[src/sv/rgbpal_pkg.sv]
// ----------------------------------------------------------------------------
// rgbpal_pkg
// Shared types and register indexes for the nearest-ink 2bpp pixel packer.
// ----------------------------------------------------------------------------
package rgbpal_pkg;

  localparam int unsigned NumSlots    = 4;
  localparam int unsigned NumChannels = 3;
  localparam int unsigned NumLevels   = 3;

  // Square of an 8-bit difference, and a sum of three of them.
  typedef logic [15:0] sq_t;
  typedef logic [17:0] dist_t;
  typedef logic [4:0]  slot_t;

  // Squares indexed by channel (red, green, blue) and level (0, 128, 255).
  typedef sq_t   [NumLevels-1:0]   sq_lvl_t;
  typedef sq_lvl_t [NumChannels-1:0] sq_set_t;
  typedef dist_t [NumSlots-1:0]    dist_set_t;
  typedef slot_t [NumSlots-1:0]    slot_set_t;

  typedef enum logic [2:0] {
    CFG_DIRECT_MODE = 3'd0,
    CFG_INK_COUNT   = 3'd1,
    CFG_INK_SLOT_0  = 3'd2,
    CFG_INK_SLOT_1  = 3'd3,
    CFG_INK_SLOT_2  = 3'd4,
    CFG_INK_SLOT_3  = 3'd5
  } cfg_idx_e;

endpackage

[src/sv/rgbpal_ink_dist.sv]
// ----------------------------------------------------------------------------
// rgbpal_ink_dist
// Forms the squared RGB distance from one pixel to each palette slot colour.
// ----------------------------------------------------------------------------
module rgbpal_ink_dist import rgbpal_pkg::*; (
  input  sq_set_t   sq_i,
  input  slot_set_t slot_i,
  output dist_set_t dist_o
);

  // Hardware colour n = 9*g + 3*r + b; numbers above 26 read as 26.
  function automatic logic [5:0] colour_digits(logic [4:0] n);
    logic [4:0] c;
    logic [4:0] rem;
    logic [1:0] g;
    logic [1:0] r;
    logic [1:0] b;
    c = (n > 5'd26) ? 5'd26 : n;
    if (c >= 5'd18) begin
      g   = 2'd2;
      rem = c - 5'd18;
    end else if (c >= 5'd9) begin
      g   = 2'd1;
      rem = c - 5'd9;
    end else begin
      g   = 2'd0;
      rem = c;
    end
    if (rem >= 5'd6) begin
      r = 2'd2;
      b = 2'(rem - 5'd6);
    end else if (rem >= 5'd3) begin
      r = 2'd1;
      b = 2'(rem - 5'd3);
    end else begin
      r = 2'd0;
      b = 2'(rem);
    end
    return {g, r, b};
  endfunction

  always_comb begin
    logic [5:0] dig;
    for (int i = 0; i < NumSlots; i++) begin
      dig = colour_digits(slot_i[i]);
      dist_o[i] = 18'(sq_i[0][dig[3:2]]) + 18'(sq_i[1][dig[5:4]]) +
                  18'(sq_i[2][dig[1:0]]);
    end
  end

endmodule

[src/sv/rgb_to_palette_2bpp_packer.sv]
// ----------------------------------------------------------------------------
// rgb_to_palette_2bpp_packer
// Maps pixels to a 2-bit palette index and packs four of them per byte.
//
//   Channel  Signals                                  Direction
//   in       in_valid_i/in_ready_o, red/green/blue/   request in
//            pixel_index
//   out      out_valid_o/out_ready_i, sprite_byte,    request out
//            bad_index
//   cfg      cfg_we_i, cfg_index_i, cfg_data_i        write only
//
// One pixel is accepted per clock while input ready is high. A pixel passes an
// input register, a square stage, a distance stage and the packing stage.
// Reset clears the packing state, the stage valids and the configuration
// registers. A stalled output fills the pipeline registers before input
// ready drops.
// ----------------------------------------------------------------------------
module rgb_to_palette_2bpp_packer import rgbpal_pkg::*; (
  input  logic       clk_i,
  input  logic       rst_ni,
  input  logic       in_valid_i,
  output logic       in_ready_o,
  input  logic [7:0] red_i,
  input  logic [7:0] green_i,
  input  logic [7:0] blue_i,
  input  logic [7:0] pixel_index_i,
  output logic       out_valid_o,
  input  logic       out_ready_i,
  output logic [7:0] sprite_byte_o,
  output logic       bad_index_o,
  input  logic       cfg_we_i,
  input  logic [2:0] cfg_index_i,
  input  logic [4:0] cfg_data_i
);

  // Configuration registers.
  logic      direct_mode_q;
  logic [2:0] ink_count_q;
  slot_set_t slot_q;

  always_ff @(posedge clk_i or negedge rst_ni) begin
    if (!rst_ni) begin
      direct_mode_q <= 1'b0;
      ink_count_q   <= 3'd4;
      slot_q        <= '0;
    end else if (cfg_we_i) begin
      case (cfg_idx_e'(cfg_index_i))
        CFG_DIRECT_MODE: direct_mode_q <= cfg_data_i[0];
        CFG_INK_COUNT:   ink_count_q   <= cfg_data_i[2:0];
        CFG_INK_SLOT_0:  slot_q[0]     <= cfg_data_i;
        CFG_INK_SLOT_1:  slot_q[1]     <= cfg_data_i;
        CFG_INK_SLOT_2:  slot_q[2]     <= cfg_data_i;
        CFG_INK_SLOT_3:  slot_q[3]     <= cfg_data_i;
        default: ;
      endcase
    end
  end

  // Stage valids and enables.
  logic s1_v_q, s2_v_q, s3_v_q;
  logic s1_en, s2_en, s3_en, pack_en;
  logic out_valid_q, out_valid_d;

  assign pack_en    = s3_v_q && (!out_valid_q || out_ready_i);
  assign s3_en      = !s3_v_q || pack_en;
  assign s2_en      = !s2_v_q || s3_en;
  assign s1_en      = !s1_v_q || s2_en;
  assign in_ready_o = s1_en;

  always_ff @(posedge clk_i or negedge rst_ni) begin
    if (!rst_ni) begin
      s1_v_q <= 1'b0;
      s2_v_q <= 1'b0;
      s3_v_q <= 1'b0;
    end else begin
      if (s1_en) s1_v_q <= in_valid_i;
      if (s2_en) s2_v_q <= s1_v_q;
      if (s3_en) s3_v_q <= s2_v_q;
    end
  end

  // Stage 1: input register.
  logic [7:0] p_q [NumChannels];
  logic [7:0] idx1_q;

  always_ff @(posedge clk_i) begin
    if (s1_en && in_valid_i) begin
      p_q[0] <= red_i;
      p_q[1] <= green_i;
      p_q[2] <= blue_i;
      idx1_q <= pixel_index_i;
    end
  end

  // Stage 2: squares of the channel distance to each of the three levels.
  sq_set_t   sq_d, sq_q;
  logic      bad2_q;
  logic [1:0] idx2_q;

  always_comb begin
    logic [7:0] dm;
    logic [7:0] dh;
    for (int c = 0; c < NumChannels; c++) begin
      dm = (p_q[c] >= 8'd128) ? (p_q[c] - 8'd128) : (8'd128 - p_q[c]);
      dh = 8'd255 - p_q[c];
      sq_d[c][0] = 16'(p_q[c]) * 16'(p_q[c]);
      sq_d[c][1] = 16'(dm) * 16'(dm);
      sq_d[c][2] = 16'(dh) * 16'(dh);
    end
  end

  always_ff @(posedge clk_i) begin
    if (s2_en && s1_v_q) begin
      sq_q   <= sq_d;
      bad2_q <= (idx1_q >= 8'd4);
      idx2_q <= idx1_q[1:0];
    end
  end

  // Stage 3: distance to each slot.
  dist_set_t dist_d, dist_q;
  logic      bad3_q;
  logic [1:0] idx3_q;

  rgbpal_ink_dist u_ink_dist (
    .sq_i   (sq_q),
    .slot_i (slot_q),
    .dist_o (dist_d)
  );

  always_ff @(posedge clk_i) begin
    if (s3_en && s2_v_q) begin
      dist_q <= dist_d;
      bad3_q <= bad2_q;
      idx3_q <= idx2_q;
    end
  end

  // Stage 4: pick the nearest ink (lowest slot on a tie) or direct index; pack.
  logic [NumSlots-1:0] active;
  logic       pick_hi01, pick_hi23, pick_hi;
  dist_t      best01, best23;
  logic [1:0] near_idx, pix_idx;

  always_comb begin
    active[0] = 1'b1;
    active[1] = (ink_count_q >= 3'd2);
    active[2] = (ink_count_q >= 3'd3);
    active[3] = (ink_count_q >= 3'd4);
    pick_hi01 = active[1] && (dist_q[1] < dist_q[0]);
    pick_hi23 = active[3] && (dist_q[3] < dist_q[2]);
    best01    = pick_hi01 ? dist_q[1] : dist_q[0];
    best23    = pick_hi23 ? dist_q[3] : dist_q[2];
    pick_hi   = active[2] && (best23 < best01);
    near_idx  = pick_hi ? {1'b1, pick_hi23} : {1'b0, pick_hi01};
    pix_idx   = direct_mode_q ? idx3_q : near_idx;
  end

  logic [1:0] pos_q, pos_d;
  logic [7:0] part_q, part_d;
  logic [7:0] packed_byte;
  logic       emit, bad_pix;
  logic [7:0] sprite_byte_q;
  logic       bad_index_q;

  always_comb begin
    bad_pix     = direct_mode_q && bad3_q;
    packed_byte = {part_q[6:0], 1'b0} | {3'b000, pix_idx[0], 3'b000, pix_idx[1]};
    emit        = bad_pix || (pos_q == 2'd3);
    if (emit) begin
      pos_d  = 2'd0;
      part_d = 8'd0;
    end else begin
      pos_d  = pos_q + 2'd1;
      part_d = packed_byte;
    end
  end

  assign out_valid_d = (out_valid_q && !out_ready_i) || (pack_en && emit);

  always_ff @(posedge clk_i or negedge rst_ni) begin
    if (!rst_ni) begin
      pos_q       <= 2'd0;
      part_q      <= 8'd0;
      out_valid_q <= 1'b0;
    end else begin
      out_valid_q <= out_valid_d;
      if (pack_en) begin
        pos_q  <= pos_d;
        part_q <= part_d;
      end
    end
  end

  always_ff @(posedge clk_i) begin
    if (pack_en && emit) begin
      sprite_byte_q <= bad_pix ? 8'd0 : packed_byte;
      bad_index_q   <= bad_pix;
    end
  end

  assign out_valid_o   = out_valid_q;
  assign sprite_byte_o = sprite_byte_q;
  assign bad_index_o   = bad_index_q;

endmodule

[config.mk]
export PLATFORM = sky130hd
export DESIGN_NAME = rgb_to_palette_2bpp_packer
export DESIGN_NICKNAME = d
export VERILOG_FILES = /design/src/sv/rgbpal_pkg.sv /design/src/sv/rgbpal_ink_dist.sv /design/src/sv/rgb_to_palette_2bpp_packer.sv
export SDC_FILE = /design/constraint.sdc
export NUM_CORES = 2
export LEC_CHECK = 0
export CAP_MARGIN = 20
export CORE_ASPECT_RATIO = 0.9
export CORE_MARGIN = 3
export CORE_UTILIZATION = 64
export DETAILED_ROUTE_END_ITERATION = 8
export DONT_BUFFER_PORTS = 1
export GPL_TIMING_DRIVEN = 0
export MAX_ROUTING_LAYER = met4
export PLACE_DENSITY = 0.8
export SLEW_MARGIN = 20
export SYNTH_ARGS = -nofsm -noshare
export SYNTH_HDL_FRONTEND = slang
export SYNTH_SLANG_ARGS = --single-unit
export TNS_END_PERCENT = 100
[constraint.sdc]
create_clock -name clk_i -period 16.63 [get_ports clk_i]
set_input_delay 0.8315 -clock clk_i [delete_from_list [all_inputs] [get_ports clk_i]]
set_output_delay 0.8315 -clock clk_i [all_outputs]
set_load 0.05 [all_outputs]
Word-level counts from Yosys, hierarchy flattened
Memory sizes are Yosys's and may differ from the RTL's.
Index checks and enable logic that the tools add are counted.
{ "word_totals": {"memories": 1, "inputBits": 45, "ff_bits": 276, "out_inout_bits": 11, "wordCells": 224, "mem_bits_rw": 24} }
{ "mem_list": {"columns": ["name", "depth", "width", "rd", "rd_clocked_by_memory_dff", "wr", "line_no", "text"], "rows": [
  ["p_q", 3, 8, 3, 0, 3, "rgb_to_palette_2bpp_packer.sv:83", "logic [7:0] p_q [NumChannels];"]
]} }
{ "op_classes": {"mul": 9, "n_eq_ne": 6, "reduce_logical": 28, "add_sub_neg": 34, "n_lt_le_gt_ge": 42, "mux": 71, "bitwise": 1} }
{ "op_table": {"columns": ["operator", "n"], "rows": [
  ["16-bit binary-select mux with 2-bit select", 12],
  ["16-bit two-way mux", 12],
  ["8-bit by 8-bit multiplier with 16-bit output", 9],
  ["18-bit by 16-bit adder with 18-bit output", 4],
  ["16-bit by 16-bit adder with 17-bit output", 4],
  ["5-bit two-way mux", 12],
  ["18-bit less-than comparator", 3],
  ["8-bit subtractor (first input constant)", 6],
  ["2-bit two-way mux", 19],
  ["2-bit by 3-bit less-than comparator with 1-bit output (second input constant)", 12],
  ["18-bit two-way mux", 2],
  ["8-bit >= comparator (second input constant)", 3],
  ["8-bit two-way mux", 3],
  ["8-bit subtractor (second input constant)", 3],
  ["5-bit by 2-bit >= comparator with 1-bit output (second input constant)", 4],
  ["5-bit by 3-bit >= comparator with 1-bit output (second input constant)", 4],
  ["5-bit by 4-bit >= comparator with 1-bit output (second input constant)", 4],
  ["5-bit >= comparator (second input constant)", 4],
  ["5-bit greater-than comparator (second input constant)", 4],
  ["5-bit by 4-bit subtractor with 5-bit output (second input constant)", 4],
  ["5-bit subtractor (second input constant)", 4],
  ["2-bit subtractor (second input constant)", 8],
  ["2-bit AND reduction", 6],
  ["1-bit logical AND", 10],
  ["other kinds (14)", 35]
]} }

Longest topological paths before layout
{ "logic_depth": {"ltp_word": 12, "ltp_mapped": 34} }

Modules after synthesis
From an unflattened synthesis, not the netlist that was laid out.
{ "unflattened": {"cells_unflattened": 3589, "hier_area_um2": 34494.3} }
{ "modules_own_cells": {"columns": ["mod", "area_per_inst_um2", "cells_each", "n_inst", "seq_area_each_um2"], "rows": [
  ["rgb_to_palette_2bpp_packer", 24708.7, 2256, 1, 8434.3],
  ["rgbpal_ink_dist", 9785.6, 1333, 1, 0.0]
]} }

Worst setup path after synthesis
OpenSTA, ideal clock, no wires.
{ "synth_path": {"path_type": "register -> register", "start": "reg slot_q[4] in the netlist's numbering", "end": "reg dist_q[15] in the netlist's numbering, data pin", "arrival_time_ps": 6132, "synth_period_minus_slack_ps": 6401, "stages_incl_launch_ff": 32, "path_slack_ps": 10229, "setup_ps": 269, "path_cell_list": "dfrtp_1 clkbuf_1 nand2_1 o21ai_1 inv_2 ha_1 or4_4 a21oi_4 nand2b_2 xnor2_4 ha_1 or2_2 a21oi_1 buf_2 nor3_1 a221oi_1 ha_1 a21o_1 a21oi_1 o21bai_1 a211o_1 nand3_1 and4b_1 xnor2_1 ha_1 o21ai_0 nand2b_1 a21oi_1 a21oi_1 o21a_1 a2111oi_0 nor3_1"} }
{ "synth_rtl": {"columns": ["item", "line_no", "text"], "rows": [
  ["start, declared", "rgb_to_palette_2bpp_packer.sv:39", "slot_set_t slot_q;"],
  ["end signal, assigned", "rgb_to_palette_2bpp_packer.sv:133", "dist_q <= dist_d;"],
  ["end, declared", "rgb_to_palette_2bpp_packer.sv:121", "dist_set_t dist_d, dist_q;"]
]} }

==> run summary <==
Critical Path RT - 16920 ps
RR Startpoint - slot_q[3]
Placer Congestion - 0.997
via count - 26300
CP max-delay cell - a2111oi_0
total gr overflow - 0
post-synth top area share - 21.9%
clock slew at reported path FFs - 60 ps
initial antenna violation count - 2
1st-iter DRT viols - 2599
Crit path largest cell delay - 830 ps
mux contribution to synthesized area - 5.68%
I/O Pins - 56
max-slew violation count - 0
clock tree sinks - 285
post-layout min period - 8610 ps
TritonCTS buffer count - 36
fin crit share - 51.8%
post-synthesis simple-gate area fraction - 12.3%
row cnt - 79
CP top delay family - compound AO/OA/AOI/OAI gates
synth unique cells - 96
gr usage total - 32.3%
Fin. Hold Viols - 0
first-pass GRT wire length - 138000 um
status - completed
# port buffers - 0
yosys warns - 0
CTS Root Buffer Type - clkbuf_16
leading post-synthesis cells by cell area - edfxtp_1, ha_1, fa_1, xnor2_1, inv_1
endpoints failing setup - 0
Initial Utilization - 65.3%
Cells after Synth - 3609
layout cells sized above 1 - 5.42%
Least-Margin Pin Slew - 1270 ps
RSZ-0062 raised after global routing - no
antenna-violating nets left - 0
post-layout util - 69.6%
Post-Synth XOR/XNOR Area - 7.15%
cell taking the most area after synthesis - edfxtp_1
startpoint types - register
Synth Area in Compound Gates - 13.9%
average wire per standard cell - 19.9 um
Async SR Flop Fraction - 13.0%
Setup WS pre-CTS - 8270 ps
CP endpoint kind - register
largest family of logic cells by synthesized area - adder cells
sequential share of the synthesized area - 24.6%
syn avg cell area - 9.43 um2
Final nets - 4412
fmax - 116 MHz
Worst EP arrival - 8900 ps
Synth Area in Adders - 30.2%
CTS tree - built
kind of critical path - register to register
Min-Delay Path Class - input port to async pin
cell mode on critical path - ha_1
vias in the first global route - 25200
post-DR vias/cell - 5.97
Die W - 249 um
Primary FF master, synth - edfxtp_1
Yosys reg bits - 285
residual DRC count - 0
Worst Setup SP - slot_q[3]
die height - 225 um
crit path buf inv count - 3
fin worst setup slack - 8020 ps
Initial DRT Pass Iterations - 6
Fill cells - 4047
max-cap violations - 0
number of synthesized flops with an enable pin - 248
CTS Buffer Depth - 3
Core Region - 0.0521 mm2
mapped cell area - 0.0340 mm2
sum of negative setup slack - 0 ps
worst hold slack - 113 ps
Critical Path Fanout Max - 10
H-tree depth - 2
largest net degree at the start of global routing - 60
synth cell count leaders - ha_1, inv_1, nor2_1
Slew HR - 15.0%
Die Area - 0.0560 mm2
clk_skew - 27.9 ps
DPL Wire Length - 71400 um
Post-Route WL - 87600 um
clock latency at the later pin of the worst-skew pair - 560 ps
top-count cell post-synth - ha_1
Layout area overhead - 6.50%
-- cells in the final DEF, fill, tap and decap left out, types with 9 or more instances in the layout --
master / synthesis / layout
ha_1: 458 / 458
inv_1: 419 / 419
nor2_1: 397 / 397
edfxtp_1: 248 / 248
fa_1: 228 / 228
nand2_1: 223 / 223
a21oi_1: 217 / 217
xnor2_1: 207 / 207
mux2i_1: 124 / 124
o21ai_0: 93 / 93
clkbuf_1: 80 / 89
nor3_1: 69 / 69
xor2_1: 64 / 64
a21o_1: 59 / 59
mux2_2: 57 / 57
o2bb2ai_1: 54 / 54
nand3_1: 49 / 49
nor2b_1: 40 / 40
o21a_1: 39 / 39
and2_1: 41 / 38
clkbuf_16: 0 / 37
dfrtp_1: 36 / 36
o22ai_1: 34 / 34
conb_1: 2 / 30
a31oi_1: 29 / 29
nand2b_1: 27 / 27
o21bai_1: 26 / 26
o21ai_1: 25 / 25
or2_2: 23 / 23
o2111ai_1: 17 / 17
nand4_1: 14 / 14
o41ai_1: 14 / 14
buf_2: 13 / 13
a22o_1: 13 / 13
and3_1: 13 / 13
buf_1: 9 / 9
-- state kept, by name (all words and copies together) (netlist names) --
| signal | count |
|---|---|
| bad2_q | 1 |
| bad3_q | 1 |
| bad_index_o | 1 |
| direct_mode_q | 1 |
| dist_q | 72 |
| idx1_q | 8 |
| idx2_q | 2 |
| idx3_q | 2 |
| ink_count_q | 3 |
| out_valid_o | 1 |
| p_q | 24 |
| part_q | 7 |
| pos_q | 2 |
| s1_v_q | 1 |
| s2_v_q | 1 |
| s3_v_q | 1 |
| slot_q | 20 |
| sprite_byte_o | 8 |
| sq_q | 129 |
-- area by class of cell --
| type | instances | area, um2 | area share [%] |
|---|---|---|---|
| multi-input combinational | 2814 | 23700 | 65.3 |
| sequential | 285 | 8370 | 23.1 |
| inverter | 427 | 1600 | 4.42 |
| clock buffer | 46 | 960 | 2.65 |
| tap | 688 | 861 | 2.37 |
| buffer | 111 | 485 | 1.34 |
| clock inverter | 19 | 144 | 0.397 |
| timing repair buffer | 6 | 133 | 0.366 |
| antenna | 1 | 2.50 | 0.00690 |
-- worst reg2reg max path, delay by kind of cell, from the launching register on --
kind	cells	cell delay [ps]
flip-flops	1	430
XOR/XNOR	1	110
buffers and inverters	3	810
AO/OA/AOI/OAI	10	4050
adder cells (fa/ha/maj)	4	1100
AND/OR/NAND/NOR	8	1870
-- cell families after synthesis --
group	after synthesis
AO/OA/AOI/OAI	709
buffers and inverters	538
multiplexers	185
AND/OR/NAND/NOR	930
XOR/XNOR	274
adder cells (fa/ha/maj)	686
flip-flops	285
other	2
-- stage by stage --
step / cells / cell area, um2
3_5_place_dp: 4330 / 35100
5_1_grt: 4397 / 36200
4_1_cts: 4396 / 36200
3_3_place_gp: 4325 / 35000
2_1_floorplan: 3637 / 34100
6_report: 4397 / 36200
-- repair_timing --
action	4_1_cts	5_1_grt
hold buffers	1	0
setup buffers	0	0
resized for setup	0	0
endpoints found under the hold margin	36	0
-- layer usage --
layer  vias to the layer above  global-route usage (%)  share of wire, %
li1                      12600                       -                 -
met1                     12500                    45.9                45
met2                       954                    48.5                44
met3                       135                    5.24               8.6
met4                         0                    9.04               3.0
met5                         -                       -                 0
-- final timing paths --
path	end	cells after the start	slack, ps
hold reg to reg	idx3_q[1]	0	410
setup / recovery	dist_q[15]	26	8020
hold / removal	pos_q[0]	1	110
setup reg to reg	dist_q[15]	26	8020
max in group asynchronous	slot_q[10]	1	16310
min in group clk_i	p_q[0][19]	0	370
Power is not shown: default switching activity piles up to over one toggle a cycle in this logic, so the estimate is an artifact.
